<file path="config.mk">
export PLATFORM = sky130hd
export DESIGN_NAME = c_escape_sequence_decoder_flat
export DESIGN_NICKNAME = d
export VERILOG_FILES = /design/src/rtl/cesc_pkg.sv /design/src/rtl/cesc_intf.sv /design/src/rtl/cesc_front.sv /design/src/rtl/cesc_queue.sv /design/src/rtl/cesc_back.sv /design/src/rtl/c_escape_sequence_decoder.sv /design/src/flat_wrapper.sv
export SDC_FILE = /design/constraint.sdc
export NUM_CORES = 1
export LEC_CHECK = 0
export BUFFER_PORTS_ARGS = -buffer_cell sky130_fd_sc_hd__clkbuf_2
export CAP_MARGIN = 20
export CORE_AREA = 2 2 177 179
export CTS_CLUSTER_DIAMETER = 120
export DETAILED_ROUTE_END_ITERATION = 12
export DIE_AREA = 0 0 179 181
export PLACE_DENSITY = 0.46
export RECOVER_POWER = 100
export SYNTH_ARGS = -nofsm -noshare
export SYNTH_HDL_FRONTEND = slang
export SYNTH_HIERARCHICAL = 1
export SYNTH_SLANG_ARGS = --single-unit
</file>
<file path="constraint.sdc">
create_clock -name clock -period 4.5 [get_ports clock]
set_clock_uncertainty 0.15 [all_clocks]
set_input_delay 0.225 -clock clock [delete_from_list [all_inputs] [get_ports clock]]
set_output_delay 0.225 -clock clock [all_outputs]
set_load 0.01 [all_outputs]
</file>
<file path="src/rtl/cesc_pkg.sv">
// Shared types and character constants of the escape sequence decoder.
`default_nettype none

package cesc_pkg;

   localparam int unsigned BUNDLE_BYTES = 3;

   localparam logic [7:0] CHAR_BACKSLASH = 8'h5C;
   localparam logic [7:0] CHAR_QUOTE     = 8'h27;
   localparam logic [7:0] CHAR_DQUOTE    = 8'h22;
   localparam logic [7:0] CHAR_X         = 8'h78;
   localparam logic [7:0] CHAR_A         = 8'h61;
   localparam logic [7:0] CHAR_B         = 8'h62;
   localparam logic [7:0] CHAR_F         = 8'h66;
   localparam logic [7:0] CHAR_N         = 8'h6E;
   localparam logic [7:0] CHAR_R         = 8'h72;
   localparam logic [7:0] CHAR_T         = 8'h74;
   localparam logic [7:0] CHAR_V         = 8'h76;
   localparam logic [7:0] CHAR_ZERO      = 8'h30;
   localparam logic [7:0] CHAR_SEVEN     = 8'h37;
   localparam logic [7:0] CHAR_NINE      = 8'h39;
   localparam logic [7:0] CHAR_LOWER_A   = 8'h61;
   localparam logic [7:0] CHAR_LOWER_F   = 8'h66;
   localparam logic [7:0] CHAR_UPPER_A   = 8'h41;
   localparam logic [7:0] CHAR_UPPER_F   = 8'h46;

   localparam logic [7:0] CTRL_BEL = 8'h07;
   localparam logic [7:0] CTRL_BS  = 8'h08;
   localparam logic [7:0] CTRL_HT  = 8'h09;
   localparam logic [7:0] CTRL_LF  = 8'h0A;
   localparam logic [7:0] CTRL_VT  = 8'h0B;
   localparam logic [7:0] CTRL_FF  = 8'h0C;
   localparam logic [7:0] CTRL_CR  = 8'h0D;

   typedef struct packed {
      logic [1:0]                        count;
      logic [BUNDLE_BYTES-1:0][7:0]      data;
      logic                              last;
   } cesc_bundle_type;

endpackage

`default_nettype wire

</file>
<file path="src/rtl/cesc_intf.sv">
// Request and response channel interfaces of the escape sequence decoder.
`default_nettype none

interface cesc_req_if;
   logic       valid;
   logic       ready;
   logic [7:0] in_byte;
   logic       end_of_string;

   modport source (output valid, output in_byte, output end_of_string, input ready);
   modport sink (input valid, input in_byte, input end_of_string, output ready);
endinterface

interface cesc_rsp_if;
   logic       valid;
   logic       ready;
   logic [7:0] out_byte;
   logic       run_last;
   logic       string_done;

   modport source (output valid, output out_byte, output run_last, output string_done,
                   input ready);
   modport sink (input valid, input out_byte, input run_last, input string_done,
                 output ready);
endinterface

`default_nettype wire

</file>
<file path="src/rtl/cesc_front.sv">
// Front end: accepts raw bytes, tracks escape state and builds result bundles.
`default_nettype none

module cesc_front
   import cesc_pkg::*;
(
   input  wire logic        clock,
   input  wire logic        reset,
   cesc_req_if.sink         req_chan,
   input  wire logic        q_full,
   output logic             q_push,
   output cesc_bundle_type  q_data
);

   localparam logic [1:0] MODE_NORMAL = 2'd0;
   localparam logic [1:0] MODE_ESC    = 2'd1;
   localparam logic [1:0] MODE_HEX    = 2'd2;
   localparam logic [1:0] MODE_OCT    = 2'd3;

   logic [1:0]      mode_ff, mode_in;
   logic [1:0]      digits_ff, digits_in;
   logic [8:0]      pending_ff, pending_in;
   cesc_bundle_type bun;
   logic            accept;
   logic            run_normal;
   logic [7:0]      b;
   logic            eos;
   logic [4:0]      hex;
   logic            oct_ok;

   function automatic cesc_bundle_type add_byte(cesc_bundle_type cur, logic [7:0] v);
      cesc_bundle_type nxt;
      nxt = cur;
      if (cur.count < 2'(BUNDLE_BYTES)) begin
         nxt.data[cur.count] = v;
         nxt.count = cur.count + 2'd1;
      end
      return nxt;
   endfunction

   function automatic logic [4:0] hex_value(logic [7:0] c);
      logic [4:0] r;
      r = '0;
      if (c >= CHAR_ZERO && c <= CHAR_NINE) begin
         r = {1'b1, c[3:0]};
      end else if ((c >= CHAR_LOWER_A && c <= CHAR_LOWER_F) ||
                   (c >= CHAR_UPPER_A && c <= CHAR_UPPER_F)) begin
         r = {1'b1, c[3:0] + 4'd9};
      end
      return r;
   endfunction

   assign b      = req_chan.in_byte;
   assign eos    = req_chan.end_of_string;
   assign hex    = hex_value(b);
   assign oct_ok = (b >= CHAR_ZERO) && (b <= CHAR_SEVEN);

   assign req_chan.ready = !q_full;
   assign accept         = req_chan.valid && !q_full;

   always_comb begin
      bun        = '0;
      mode_in    = mode_ff;
      digits_in  = digits_ff;
      pending_in = pending_ff;
      run_normal = 1'b0;
      unique case (mode_ff)
         MODE_NORMAL: begin
            run_normal = 1'b1;
         end
         MODE_ESC: begin
            mode_in = MODE_NORMAL;
            unique case (b)
               CHAR_BACKSLASH: bun = add_byte(bun, CHAR_BACKSLASH);
               CHAR_QUOTE:     bun = add_byte(bun, CHAR_QUOTE);
               CHAR_DQUOTE:    bun = add_byte(bun, CHAR_DQUOTE);
               CHAR_A:         bun = add_byte(bun, CTRL_BEL);
               CHAR_B:         bun = add_byte(bun, CTRL_BS);
               CHAR_F:         bun = add_byte(bun, CTRL_FF);
               CHAR_N:         bun = add_byte(bun, CTRL_LF);
               CHAR_R:         bun = add_byte(bun, CTRL_CR);
               CHAR_T:         bun = add_byte(bun, CTRL_HT);
               CHAR_V:         bun = add_byte(bun, CTRL_VT);
               CHAR_X: begin
                  if (eos) begin
                     bun = add_byte(bun, CHAR_BACKSLASH);
                     bun = add_byte(bun, CHAR_X);
                  end else begin
                     mode_in    = MODE_HEX;
                     digits_in  = 2'd0;
                     pending_in = '0;
                  end
               end
               default: begin
                  if (oct_ok) begin
                     pending_in = {6'd0, b[2:0]};
                     digits_in  = 2'd1;
                     if (eos) begin
                        bun = add_byte(bun, {5'd0, b[2:0]});
                     end else begin
                        mode_in = MODE_OCT;
                     end
                  end else begin
                     bun = add_byte(bun, CHAR_BACKSLASH);
                     bun = add_byte(bun, b);
                  end
               end
            endcase
         end
         MODE_HEX: begin
            if (hex[4]) begin
               pending_in = {pending_ff[4:0], hex[3:0]};
               digits_in  = digits_ff + 2'd1;
               if (digits_in >= 2'd2 || eos) begin
                  bun     = add_byte(bun, pending_in[7:0]);
                  mode_in = MODE_NORMAL;
               end
            end else begin
               if (digits_ff == 2'd0) begin
                  bun = add_byte(bun, CHAR_BACKSLASH);
                  bun = add_byte(bun, CHAR_X);
               end else begin
                  bun = add_byte(bun, pending_ff[7:0]);
               end
               mode_in    = MODE_NORMAL;
               run_normal = 1'b1;
            end
         end
         MODE_OCT: begin
            if (oct_ok) begin
               pending_in = {pending_ff[5:0], b[2:0]};
               digits_in  = digits_ff + 2'd1;
               if (digits_in == 2'd3 || digits_in == 2'd0 || eos) begin
                  bun     = add_byte(bun, pending_in[7:0]);
                  mode_in = MODE_NORMAL;
               end
            end else begin
               bun        = add_byte(bun, pending_ff[7:0]);
               mode_in    = MODE_NORMAL;
               run_normal = 1'b1;
            end
         end
         default: begin
            mode_in = MODE_NORMAL;
         end
      endcase

      if (run_normal) begin
         if (b == CHAR_BACKSLASH) begin
            if (eos) begin
               bun = add_byte(bun, CHAR_BACKSLASH);
            end else begin
               mode_in = MODE_ESC;
            end
         end else begin
            bun = add_byte(bun, b);
         end
      end
      bun.last = eos;
   end

   assign q_push = accept && (bun.count != 2'd0);
   assign q_data = bun;

   always_ff @(posedge clock) begin
      if (reset) begin
         mode_ff    <= MODE_NORMAL;
         digits_ff  <= '0;
         pending_ff <= '0;
      end else if (accept) begin
         if (eos) begin
            mode_ff    <= MODE_NORMAL;
            digits_ff  <= '0;
            pending_ff <= '0;
         end else begin
            mode_ff    <= mode_in;
            digits_ff  <= digits_in;
            pending_ff <= pending_in;
         end
      end
   end

endmodule

`default_nettype wire

</file>
<file path="src/rtl/cesc_queue.sv">
// Bundle queue between the front end and the output serialiser.
`default_nettype none

module cesc_queue
   import cesc_pkg::*;
#(
   parameter int unsigned DEPTH = 4
)
(
   input  wire logic             clock,
   input  wire logic             reset,
   input  wire logic             push,
   input  wire cesc_bundle_type  push_data,
   output logic                  full,
   input  wire logic             pop,
   output cesc_bundle_type       pop_data,
   output logic                  empty
);

   localparam int unsigned PTR_W = (DEPTH > 1) ? $clog2(DEPTH) : 1;
   localparam int unsigned CNT_W = $clog2(DEPTH + 1);

   cesc_bundle_type    store [DEPTH];
   logic [PTR_W-1:0]   wr_ptr_ff, wr_ptr_in;
   logic [PTR_W-1:0]   rd_ptr_ff, rd_ptr_in;
   logic [CNT_W-1:0]   count_ff, count_in;
   logic               do_push, do_pop;

   assign full     = (count_ff == CNT_W'(DEPTH));
   assign empty    = (count_ff == '0);
   assign do_push  = push && !full;
   assign do_pop   = pop && !empty;
   assign pop_data = store[rd_ptr_ff];

   always_comb begin
      wr_ptr_in = wr_ptr_ff;
      rd_ptr_in = rd_ptr_ff;
      count_in  = count_ff;
      if (do_push) begin
         wr_ptr_in = (wr_ptr_ff == PTR_W'(DEPTH - 1)) ? '0 : wr_ptr_ff + PTR_W'(1);
      end
      if (do_pop) begin
         rd_ptr_in = (rd_ptr_ff == PTR_W'(DEPTH - 1)) ? '0 : rd_ptr_ff + PTR_W'(1);
      end
      if (do_push && !do_pop) begin
         count_in = count_ff + CNT_W'(1);
      end else if (do_pop && !do_push) begin
         count_in = count_ff - CNT_W'(1);
      end
   end

   always_ff @(posedge clock) begin
      if (do_push) begin
         store[wr_ptr_ff] <= push_data;
      end
   end

   always_ff @(posedge clock) begin
      if (reset) begin
         wr_ptr_ff <= '0;
         rd_ptr_ff <= '0;
         count_ff  <= '0;
      end else begin
         wr_ptr_ff <= wr_ptr_in;
         rd_ptr_ff <= rd_ptr_in;
         count_ff  <= count_in;
      end
   end

endmodule

`default_nettype wire

</file>
<file path="src/rtl/cesc_back.sv">
// Back end: unpacks queued bundles into one decoded byte per response.
`default_nettype none

module cesc_back
   import cesc_pkg::*;
(
   input  wire logic             clock,
   input  wire logic             reset,
   input  wire logic             q_empty,
   input  wire cesc_bundle_type  q_data,
   output logic                  q_pop,
   cesc_rsp_if.source            rsp_chan
);

   logic            busy_ff, busy_in;
   cesc_bundle_type bun_ff, bun_in;
   logic [1:0]      idx_ff, idx_in;
   logic            take;
   logic            at_last;
   logic            free;

   assign at_last = (idx_ff == bun_ff.count - 2'd1);
   assign take    = busy_ff && rsp_chan.ready;
   assign free    = !busy_ff || (take && at_last);
   assign q_pop   = free && !q_empty;

   assign rsp_chan.valid       = busy_ff;
   assign rsp_chan.out_byte    = bun_ff.data[idx_ff];
   assign rsp_chan.run_last    = at_last;
   assign rsp_chan.string_done = at_last && bun_ff.last;

   always_comb begin
      busy_in = busy_ff;
      bun_in  = bun_ff;
      idx_in  = idx_ff;
      if (q_pop) begin
         busy_in = 1'b1;
         bun_in  = q_data;
         idx_in  = '0;
      end else if (free) begin
         busy_in = 1'b0;
      end else if (take) begin
         idx_in = idx_ff + 2'd1;
      end
   end

   always_ff @(posedge clock) begin
      bun_ff <= bun_in;
   end

   always_ff @(posedge clock) begin
      if (reset) begin
         busy_ff <= 1'b0;
         idx_ff  <= '0;
      end else begin
         busy_ff <= busy_in;
         idx_ff  <= idx_in;
      end
   end

endmodule

`default_nettype wire

</file>
<file path="src/rtl/c_escape_sequence_decoder.sv">
// Top level of the C string escape sequence decoder.
//
// Requests on req_chan carry one raw byte and an end-of-string flag; responses on
// rsp_chan carry one decoded byte, run_last on the final byte caused by a request
// and string_done on the final byte of the string. A request yields zero to three
// responses; one that yields none (a backslash, a pending digit) leaves no trace.
// The front end decodes a request in the cycle it is accepted and writes its
// responses as one bundle into a queue of QUEUE_DEPTH bundles; the back end sends
// them one per cycle while the receiver is ready. Throughput with a ready receiver:
// one request per cycle while each yields at most one byte; otherwise the output
// side sets the pace at one byte per cycle and the queue absorbs bursts. A stalled
// receiver holds the current response; requests keep being taken until the queue
// is full, then req_chan.ready drops. Reset returns the decoder to normal mode and
// empties the queue.
`default_nettype none

module c_escape_sequence_decoder
   import cesc_pkg::*;
#(
   parameter int unsigned QUEUE_DEPTH = 4
)
(
   input  wire logic   clock,
   input  wire logic   reset,
   cesc_req_if.sink    req_chan,
   cesc_rsp_if.source  rsp_chan
);

   logic            q_full;
   logic            q_empty;
   logic            q_push;
   logic            q_pop;
   cesc_bundle_type q_wr_data;
   cesc_bundle_type q_rd_data;

   cesc_front u_front (
      .clock    (clock),
      .reset    (reset),
      .req_chan (req_chan),
      .q_full   (q_full),
      .q_push   (q_push),
      .q_data   (q_wr_data)
   );

   cesc_queue #(
      .DEPTH (QUEUE_DEPTH)
   ) u_queue (
      .clock     (clock),
      .reset     (reset),
      .push      (q_push),
      .push_data (q_wr_data),
      .full      (q_full),
      .pop       (q_pop),
      .pop_data  (q_rd_data),
      .empty     (q_empty)
   );

   cesc_back u_back (
      .clock    (clock),
      .reset    (reset),
      .q_empty  (q_empty),
      .q_data   (q_rd_data),
      .q_pop    (q_pop),
      .rsp_chan (rsp_chan)
   );

endmodule

`default_nettype wire

</file>
<file path="src/flat_wrapper.sv">
// flat-port wrapper written by rule: the top's interface ports become plain ports
module c_escape_sequence_decoder_flat import cesc_pkg::*;
#(
   parameter int unsigned QUEUE_DEPTH = 4
)
  (clock, reset, req_chan_valid, req_chan_in_byte, req_chan_end_of_string, req_chan_ready, rsp_chan_valid, rsp_chan_out_byte, rsp_chan_run_last, rsp_chan_string_done, rsp_chan_ready);
  cesc_req_if req_chan_i ();
  cesc_rsp_if rsp_chan_i ();
  input  wire logic clock;
  input  wire logic reset;
  input wire logic [$bits(req_chan_i.valid)-1:0] req_chan_valid;
  input wire logic [$bits(req_chan_i.in_byte)-1:0] req_chan_in_byte;
  input wire logic [$bits(req_chan_i.end_of_string)-1:0] req_chan_end_of_string;
  output wire logic [$bits(req_chan_i.ready)-1:0] req_chan_ready;
  output wire logic [$bits(rsp_chan_i.valid)-1:0] rsp_chan_valid;
  output wire logic [$bits(rsp_chan_i.out_byte)-1:0] rsp_chan_out_byte;
  output wire logic [$bits(rsp_chan_i.run_last)-1:0] rsp_chan_run_last;
  output wire logic [$bits(rsp_chan_i.string_done)-1:0] rsp_chan_string_done;
  input wire logic [$bits(rsp_chan_i.ready)-1:0] rsp_chan_ready;
  assign req_chan_i.valid = req_chan_valid;
  assign req_chan_i.in_byte = req_chan_in_byte;
  assign req_chan_i.end_of_string = req_chan_end_of_string;
  assign req_chan_ready = req_chan_i.ready;
  assign rsp_chan_valid = rsp_chan_i.valid;
  assign rsp_chan_out_byte = rsp_chan_i.out_byte;
  assign rsp_chan_run_last = rsp_chan_i.run_last;
  assign rsp_chan_string_done = rsp_chan_i.string_done;
  assign rsp_chan_i.ready = rsp_chan_ready;
  c_escape_sequence_decoder #(.QUEUE_DEPTH(QUEUE_DEPTH)) u_core (.clock(clock), .reset(reset), .req_chan(req_chan_i), .rsp_chan(rsp_chan_i));
endmodule
</file>
; ---- After elaboration in Yosys (flattened, before gate mapping)
; Memory sizes are Yosys's and may differ from the RTL's. A register that Yosys moved wholly into a read port is not among the register bits.
; Cells that the tools add are included.
[word_totals]
ff_bits = 22
mem_bits_rw = 108
input_bits = 13
output_inout_bits = 12
wordCells = 199
n_memories = 1
[op_classes]
n_addsub = 12
order_cmp = 21
eq_ne = 23
n_mux = 83
n_bitwise = 10
n_reduce_logical = 41
[mem_list]
columns = name, words, width, read_ports, rd_clocked_by_memory_dff, write_ports, line_no
row1 = u_core.u_queue.store, 4, 27, 1, 1, 1, cesc_queue.sv:23  ; cesc_bundle_type store [DEPTH];
[ops]
columns = op, count
row1 = $pmux W27 S11, 1
row2 = $mux W26, 9
row3 = $mux W27, 7
row4 = $mux W8, 18
row5 = $pmux W27 S3, 1
row6 = $eq A8 B7 Y1 const B, 9
row7 = $demux W8 S2, 4
row8 = $bwmux W24, 2
row9 = $mux W2, 23
row10 = $not A12 Y12, 3
row11 = $and A4 B12 Y12, 2
row12 = $or A4 B12 Y12, 2
row13 = $pmux W8 S3, 1
row14 = $logic_and A1 B1 Y1, 18
row15 = $add A2 B1 Y2 const B, 8
row16 = $bmux W8 S2, 1
row17 = $eq A8 B6 Y1 const B, 2
row18 = $ge A8 B7 Y1 const B, 2
row19 = $le A8 B6 Y1 const B, 2
row20 = $le A8 B7 Y1 const B, 2
row21 = $pmux W8 S2, 1
row22 = $lt A2 B3 Y1 const B, 5
row23 = $and A12 B12 Y12, 1
row24 = $or A12 B12 Y12, 1
row25 = other kinds (32), 65

; ---- Longest topological paths before layout
; Gate-level depths: netlist of run 1.
[depth]
ltp_word = 34
depth_mapped = 18
depth_no_buf = 17

; ---- Hierarchy
; Netlist of run 1, hierarchy kept.
[modules_own_cells]
columns = mod, instances, cells_each, area_per_inst_um2, seq_area_each_um2
row1 = cesc_queue, 1, 191, 4399.2, 3423.3
row2 = cesc_front, 1, 295, 2162.1, 240.2
row3 = cesc_back, 1, 89, 1255.0, 870.8

; ---- Worst setup path after synthesis of run 1
; No wires, ideal clock.
[synth_timing]
kind = input -> register
from = in req_chan_in_byte[0]
to = reg u_core.u_queue.count_ff[2]
t_arrival_ps = 3722
required_ps = 4280
slack_ps = 558
path_stages = 18
path_buffers = 1
path_cell_list = buf_2 -> inv_1 -> ha_1 -> o21bai_1 -> a21o_1 -> nand2_1 -> nor3_1 -> a31oi_4 -> a31oi_4 -> o21a_1 -> bufinv_8 -> nor2_2 -> ha_1 -> inv_1 -> fa_1 -> xor2_1 -> or3_1 -> a21oi_1
[synth_via]
elab_chain_cells = 18
elab_cells_between_ends = 48
classes_between = add/sub: 1 / order compare: 8 / eq/ne: 11 / mux: 16 / reduce/logical: 12
[synth_lines]
columns = item, line_no
row1 = from (decl), flat_wrapper.sv:12  ; input wire logic [$bits(req_chan_i.in_byte)-1:0] req_chan_in_byte;
row2 = $ge A8 B7 Y1 (tied with other cells), cesc_front.sv:46  ; end else if ((c >= CHAR_LOWER_A && c <= CHAR_LOWER_F) ||
row3 = "$logic_and A1 B1 Y1, on equally long branches", "cesc_front.sv:46, cesc_front.sv:47"
row4 = $logic_or A1 B1 Y1, cesc_front.sv:46
row5 = $mux W5, cesc_front.sv:46
row6 = $mux W5, cesc_front.sv:44  ; if (c >= CHAR_ZERO && c <= CHAR_NINE) begin
row7 = $mux W27, cesc_front.sv:111  ; if (hex[4]) begin
row8 = $pmux W27 S3, cesc_front.sv:67  ; unique case (mode_ff)
row9 = $add A2 B1 Y2 / $lt A2 B2 Y1 (equally long branches), "cesc_front.sv:36, cesc_front.sv:34"
row10 = [4 not listed], -
row11 = $reduce_bool A2 Y1 (*), cesc_front.sv:162  ; assign q_push = accept && (bun.count != 2'd0);
row12 = $logic_and A1 B1 Y1 (*), cesc_front.sv:162
row13 = named net u_core.q_push, c_escape_sequence_decoder.sv:31  ; logic q_push;
row14 = $logic_and A1 B1 Y1 (*), cesc_queue.sv:31  ; assign do_push = push && !full;
row15 = named net u_core.u_queue.do_push, cesc_queue.sv:27  ; logic do_push, do_pop;
row16 = $logic_not A1 Y1, cesc_queue.sv:47  ; end else if (do_pop && !do_push) begin
row17 = $logic_and A1 B1 Y1, cesc_queue.sv:47
row18 = $reduce_bool A2 Y1 (no line), -
row19 = to (signal assigned), cesc_queue.sv:66  ; count_ff <= count_in;
row20 = to (decl), cesc_queue.sv:26  ; logic [CNT_W-1:0] count_ff, count_in;
; The timed path passes the listed nets; every way through them passes the cells marked *.
; A chain may end at the register's enable or synchronous reset.

; ---- Final worst setup path of run 1
[layout_timing]
from = reg u_core.u_front.digits_ff[0]
to = reg u_core.u_queue.count_ff[2]
[layout_via]
elab_chain_cells = 18
elab_cells_between_ends = 29
classes_between = add/sub: 2 / order compare: 2 / eq/ne: 1 / mux: 12 / reduce/logical: 12
[layout_lines]
columns = item, line_no
row1 = from (decl), cesc_front.sv:21  ; logic [1:0] digits_ff, digits_in;
row2 = from (signal assigned), cesc_front.sv:177  ; digits_ff <= digits_in;
row3 = $add A2 B1 Y2, "cesc_front.sv:113, cesc_front.sv:132"
row4 = $eq A2 B2 Y1 / $logic_not A2 Y1 (equally long branches), cesc_front.sv:133  ; if (digits_in == 2'd3 || digits_in == 2'd0 || eos) begin
row5 = $logic_or A1 B1 Y1 (2 in series), cesc_front.sv:133
row6 = $mux W26, cesc_front.sv:133
row7 = $mux W26, cesc_front.sv:130  ; if (oct_ok) begin
row8 = $pmux W27 S3 (*), cesc_front.sv:67
row9 = $add A2 B1 Y2 / $lt A2 B2 Y1 (equally long branches), "cesc_front.sv:36, cesc_front.sv:34"
row10 = $mux W26, cesc_front.sv:34  ; if (cur.count < 2'(BUNDLE_BYTES)) begin
row11 = [3 not listed], -
row12 = $reduce_bool A2 Y1 (*), cesc_front.sv:162
row13 = $logic_and A1 B1 Y1 (*), cesc_front.sv:162
row14 = named net u_core.q_push, c_escape_sequence_decoder.sv:31
row15 = $logic_and A1 B1 Y1 (*), cesc_queue.sv:31
row16 = named net u_core.u_queue.do_push, cesc_queue.sv:27
row17 = $logic_not A1 Y1, cesc_queue.sv:47
row18 = $logic_and A1 B1 Y1, cesc_queue.sv:47
row19 = $reduce_bool A2 Y1 (no line), -
; Marks and branches as above.

==> results of run 1 <==
-- state kept, by name, indices dropped and copies added, names as in the netlist, 2 cells and up, named ones only --
name,count
u_core/u_front/pending_ff,8
u_core/u_back/bun_ff,27
u_core/u_front/mode_ff,2
u_core/u_queue/wr_ptr_ff,2
u_core/u_back/idx_ff,2
u_core/u_queue/store,108
u_core/u_queue/count_ff,3
u_core/u_front/digits_ff,2
u_core/u_queue/rd_ptr_ff,2
-- cells in the final DEF (no fill, tap or decap), types with 7 or more instances in the layout --
master and instances:
mux2i_1 15, nand3_1 12, nor2b_1 7, clkbuf_16 17
and3_1 11, clkbuf_1 15, dfxtp_1 23, nor3_1 13
inv_1 16, nor2_1 38, a22oi_1 11, o21ai_0 25
ha_1 15, o21a_1 7, buf_4 15, a22o_1 8
mux4_2 27, a21oi_1 30, nand2_1 39, clkbuf_2 19
edfxtp_1 135
-- synthesized netlist by cell type (5+ instances only) --
cell,n,area [sq um]
nand2_1,39,146
nor2_1,37,139
mux4_2,27,608
buf_2,9,45.0
clkbuf_1,15,56.3
and3_1,11,68.8
nor2b_1,7,43.8
buf_6,6,67.6
dfxtp_1,24,480
o22ai_1,6,37.5
a21oi_1,29,145
o22a_1,5,43.8
a22o_1,8,70.1
inv_1,16,60.1
nand3_1,10,50.1
a22oi_1,10,75.1
mux2i_1,14,140
nor3_1,11,55.1
o21a_1,7,52.6
a31oi_1,5,31.3
o21ai_0,21,105
ha_1,15,188
o21ai_1,7,35.0
edfxtp_1,135,4050
-- worst register-to-register path, stage by stage (launching register included) --
cell and delay, ns:
dfxtp_1 0.38, inv_1 0.06, ha_1 0.35, xor2_1 0.26, o41ai_1 0.15, o21ai_0 0.11, mux2i_1 0.16, a31oi_1 0.37
o21a_1 0.28, bufinv_8 0.22, nor2_2 0.14, ha_1 0.20, inv_1 0.06, fa_1 0.37, xor2_1 0.17, or3_1 0.30
a21oi_1 0.14
-- cell families (layout without fill, tap and decap cells) --
group,Yosys count,count (layout),share of synthesized area [%]
and+or+nand+nor,157,157,11.3
adders and majority gates,16,16,2.66
muxes,43,43,9.89
DFF,159,159,58.0
buffers and inverters,52,97,3.62
AOI/OAI and AO/OA,143,143,13.9
xor gates and xnor gates,5,5,0.656
-- final cells by class --
class	count	area [sq um]	share of cell area (%)
well taps	396	495	5.61
inverters	18	82.6	0.934
flip-flops and latches	159	4540	51.3
repair buffers	47	273	3.09
clock inverters	12	124	1.40
clock buffers	20	437	4.94
multi-input cells	364	2890	32.7
-- worst paths after layout --
path | depth (start not counted) | from | slack [ns] | to
max reg2reg | 16 | u_core/u_front/digits_ff[0]$_SDFFE_PP0P_ | 0.55 | u_core/u_queue/count_ff[2]$_SDFFE_PP0P_
min | 3 | rsp_chan_ready | 0.12 | u_core/u_back/idx_ff[0]$_SDFFE_PP0P_
max | 16 | u_core/u_front/digits_ff[0]$_SDFFE_PP0P_ | 0.55 | u_core/u_queue/count_ff[2]$_SDFFE_PP0P_
min reg2reg | 2 | u_core/u_front/digits_ff[1]$_SDFFE_PP0P_ | 0.30 | u_core/u_front/digits_ff[1]$_SDFFE_PP0P_
-- power breakdown --
part / total, mW / switching [mW] / internal, mW
Clock: 1.40 / 0.622 / 0.776
Combinational: 0.928 / 0.531 / 0.397
Sequential: 2.08 / 0.132 / 1.95
-- metrics by stage --
stage          worst slack (ns)  hold WS [ns]  area, sq um
2_1_floorplan             0.558         0.140         7820
3_3_place_gp              0.401         0.292         8410
3_5_place_dp              0.298         0.296         8410
4_1_cts                   0.674        0.0419         8970
5_1_grt                   0.261         0.136         8840
6_report                  0.547         0.115         8840
-- routing by layer --
layer  global-route usage, %  vias to the layer above
met5                       0                        -
met4                    3.19                        0
met3                    2.76                       15
met2                    19.8                      110
met1                    16.7                     2498
li1                        -                     2309
==> run_results.csv, run 1 <==
group,metric,value,unit
outcome,status,"finished with violations",
outcome,failed_checks,"capacitance limit, slew limit",
route,met1_length,9.14,mm
clocking,cts_tree,"yes",
die,die_w,179,microns
finish,layout.nets,636,
worst_setup_path,required,4.68,ns
synth,synth_warnings,6,
die,start_util,25.8,%
route,remaining_drc_errors,0,
placed_design,gp_congestion,0.844,
global_route,gr-total-overflow,0,
global_route,grt_pass1_wl,30.0,mm
die,die_h,181,microns
placed_design,port_buffers,24,
finish,antenna_cells,0,
worst_setup_path,cpLargestDelayFamily,"compound AO/OA/AOI/OAI gates",
synth,synth-edff-count,135,
clocking,cts.clk_slew.worst_paths,0.07,ns
worst_setup_path,worst_ep_arrival_time,4.14,ns
clocking,clock_latency,0.42,ns
global_route,grt_pass1_vias,4912,
worst_setup_path,max_stage_delay,0.38,ns
placed_design,dpl.hpwl,13.1,mm
worst_setup_path,path_cells,"inv_1 -> ha_1 -> xor2_1 -> o41ai_1 -> o21ai_0 -> mux2i_1 -> a31oi_1 -> o21a_1 -> bufinv_8 -> nor2_2 -> ha_1 -> inv_1 -> fa_1 -> xor2_1 -> or3_1 -> a21oi_1",
clocking,clockBufferDepth,2,
global_route,antenna_found_initial,0,
finish,area_growth,13.1,%
synth,syn_nets,604,
route,highest_layer,"met4",
worst_setup_path,path_class,"flip-flop to flip-flop",
clocking,cts_sinks,159,
route,dr.pass1.iters,5,
route,wl_met3,776,microns
route,ant_nets,0,
sta,rsz0062_at_grt,"false",
die,ios,25,
sta,hold_viol,0,
finish,fillCellCount,3067,
global_route,grt_max_degree,28,
sta,max_slew_margin,-4.28,%
clocking,cts_hold_buffers,0,
sta,setup_viol,0,
synth,ys_seq_elements,159,
power_and_ir_drop,p_total,4.41,mW
clocking,ctsHtreeMaxLevel,4,
sta,finalCritPeriodShare,87.8,%
worst_setup_path,critPathMaxFanout,7,
route,wl_per_cell,19.1,microns
power_and_ir_drop,powerDensity,499,mW/mm^2
clocking,root_buffer,"clkbuf_16",
finish,drive_above_1_share,18.2,%
worst_setup_path,start_kind,"flip-flop",
sta,fmax,253,MHz
synth,syn_area_per_cell,13.6,sq um
synth,ys.flop_type,"edfxtp_1",
synth,syn-instance-count,575,
sta,drv_slew,28,
finish,final_cell_count_no_fill,1016,
clocking,cts_setup_buffers,0,
route,first_iter_violations,429,
global_route,grt_usage,12.3,%
power_and_ir_drop,irDropWorstVdd,0.000193,V
synth,seq_area_frac_synth,58.0,%
die,dieArea,0.0324,sq mm
route,vias,4932,
sta,setup_tns,0,ns
worst_setup_path,crit_slowest_cell,"dfxtp_1",
clocking,cts_buffers,17,
die,coreArea,0.0303,sq mm
synth,async_reset_ff_share,0,%
sta,tightest_slew,1.56,ns
worst_setup_path,end_kind,"flip-flop",
hold_path,hp-class,"input pin to flip-flop",
placed_design,dp.cells,983,
route,routed_wirelength,19.4,mm
run,cap_viol_max_count,1,
route,vias_per_cell,4.85,
synth,synth.distinct_cells,87,
worst_setup_path,path_buf_inv,3,
clocking,ctsResizeCount,0,
synth,synthesis.area,0.00782,sq mm
power_and_ir_drop,power.leakage,2.92,nW
route,dr_wl_met2,9.28,mm
die,rows,64,
sta,post-route-min-period,3.95,ns
finish,final_util,29.1,%
(Power assumes the default switching activity.)
==> run 2, diff against run 1 <==
--- a/config.mk
+++ b/config.mk
@@ -13,2 +13,3 @@
 export DIE_AREA = 0 0 179 181
+export MAX_ROUTING_LAYER = met4
 export PLACE_DENSITY = 0.46
==> constraint.sdc (replaced) <==
create_clock -name clock -period 4.5 [get_ports clock]
set_clock_uncertainty 0.15 [all_clocks]
set_input_delay 1.35 -clock clock [delete_from_list [all_inputs] [get_ports clock]]
set_output_delay 1.35 -clock clock [all_outputs]
set_load 0.01 [all_outputs]
==> run_results.csv, run 2 (synthesis results as in run 1) <==
group,metric,value,unit
worst_setup_path,start_kind,"input pin",
power_and_ir_drop,irDropWorstVdd,0.000231,V
worst_setup_path,r2r_slack,0.68,ns
global_route,antenna_found_initial,0,
worst_setup_path,required,4.68,ns
outcome,status,"finished with violations",
sta,hold_ws,0.318,ns
placed_design,dpl.hpwl,13.9,mm
die,dieArea,0.0324,sq mm
route,routed_wirelength,19.5,mm
sta,tightest_slew,2.42,ns
route,wl_per_cell,18.3,microns
outcome,failed_checks,"capacitance limit, slew limit",
sta,post-route-min-period,4.36,ns
die,die_w,179,microns
global_route,grt_usage,12.9,%
finish,largest_reg_flops,108,
worst_setup_path,end_kind,"flip-flop",
clocking,clockBufferDepth,2,
route,dr.pass1.iters,5,
route,ant_nets,0,
power_and_ir_drop,powerDensity,495,mW/mm^2
clocking,ctsHtreeMaxLevel,4,
hold_path,hp-class,"flip-flop to flip-flop",
global_route,grt_max_degree,28,
finish,drive_above_1_share,25.7,%
clocking,root_buffer,"clkbuf_16",
die,die_h,181,microns
finish,top_register,"u_core/u_queue/store",
run,cap_viol_max_count,2,
finish,reg.largest.list,"u_core/u_queue/store x108, u_core/u_back/bun_ff x27, u_core/u_front/pending_ff x8",
sta,max_slew_margin,-61.4,%
global_route,grt_pass1_wl,30.8,mm
sta,setup_tns,0,ns
clocking,cts.clk_slew.worst_paths,0.07,ns
power_and_ir_drop,p_total,4.63,mW
clocking,cts_setup_buffers,0,
placed_design,port_buffers,24,
clocking,cts_buffers,17,
clocking,cts_tree,"yes",
die,rows,64,
global_route,gr-total-overflow,0,
sta,fmax,229,MHz
clocking,cts_sinks,159,
finish,final_cell_count_no_fill,1065,
finish,layout.nets,685,
power_and_ir_drop,power.leakage,3.18,nW
clocking,clock_latency,0.42,ns
worst_setup_path,worst_ep_arrival_time,4.54,ns
route,remaining_drc_errors,0,
finish,final_common_cell,"edfxtp_1",
route,vias,5105,
global_route,grt_pass1_vias,5333,
sta,finalCritPeriodShare,96.9,%
sta,rsz0062_at_grt,"false",
placed_design,dp.cells,1033,
finish,area_growth,19.7,%
sta,setup_viol,0,
sta,hold_viol,0,
worst_setup_path,critPathMaxFanout,7,
die,ios,25,
placed_design,gp_congestion,0.892,
finish,final_cell_mix,"edfxtp_1, buf_4, nand2_1, nor2_1, a21oi_1",
die,coreArea,0.0303,sq mm
worst_setup_path,path_class,"input pin to flip-flop",
route,vias_per_cell,4.79,
die,start_util,25.8,%
route,first_iter_violations,309,
sta,drv_slew,56,
finish,antenna_cells,0,
clocking,cts_hold_buffers,0,
[run 2: cell count changes in the layout (fill, tap and decap cells not counted), moves of 2 or more]
cell        previous run  this run
buf_4                 15        57
bufinv_16              1         4
inv_1                 16        13
clkbuf_1              15        21
ha_1                  15        12
inv_8                  1         4
clkinvlp_4             4         0
ha_4                   0         2
nor3_1                13        11
inv_2                  0         2
[run 2: cell type report]
type	instances	area [sq um]
fillers	3023	21000
flip-flops and latches	159	4540
repair buffers	96	598
well taps	396	495
multi-input cells	364	2990
clock inverters	14	221
inverters	18	87.6
clock buffers	18	429
[run 2: final timing paths]
| path | startpoint | end | cells after the start |
|---|---|---|---|
| setup reg to reg | u_core/u_front/mode_ff[1]$_SDFFE_PP0P_ | u_core/u_queue/count_ff[2]$_SDFFE_PP0P_ | 14 |
| hold reg to reg | u_core/u_front/digits_ff[1]$_SDFFE_PP0P_ | u_core/u_front/digits_ff[1]$_SDFFE_PP0P_ | 2 |
| setup / recovery | req_chan_in_byte[1] | u_core/u_queue/count_ff[2]$_SDFFE_PP0P_ | 18 |
| hold / removal | u_core/u_front/digits_ff[1]$_SDFFE_PP0P_ | u_core/u_front/digits_ff[1]$_SDFFE_PP0P_ | 2 |
[run 2: power by group]
part,switching [mW],leakage (nW),internal [mW]
Combinational,0.565,1.37,0.420
Sequential,0.109,1.49,1.95
Clock,0.628,0.320,0.956
[run 2: timing repair]
| action | 4_1_cts | 5_1_grt |
|---|---|---|
| setup endpoints to repair | 0 | 1 |
| gates resized for setup | 0 | 5 |
| endpoints found under the hold margin | 0 | 0 |
[run 2: per-stage QoR]
stage                     util, %  instance area (sq um)  setup slack (ns)
after floorplan                 -                   7880            -0.146
after global placement       29.3                   8880            -0.314
after detailed placement     29.3                   8880            -0.426
after CTS                    31.4                   9530            0.0103
after global routing         30.8                   9350            0.0166
final                        30.8                   9350             0.141
[run 2: metal layers]
| metal | GRT usage, % | wire (microns) |
|---|---|---|
| met1 | 17.2 | 9170 |
| met2 | 20.4 | 9500 |
| met3 | 2.40 | 679 |
| met4 | 2.83 | 172 |
| met5 | - | 0 |
[run 2: worst max-delay path: stages]
cell      delay, ns
clkbuf_2       0.14
buf_4          0.16
ha_4           0.17
mux2_2         0.27
nand2_2        0.10
a21oi_4        0.07
o31ai_4        0.31
a31oi_4        0.14
a31oi_4        0.21
o21a_4         0.18
bufinv_8       0.18
nor2_4         0.09
ha_2           0.20
inv_2          0.04
fa_2           0.35
xor2_1         0.15
or3_1          0.31
a21oi_1        0.12
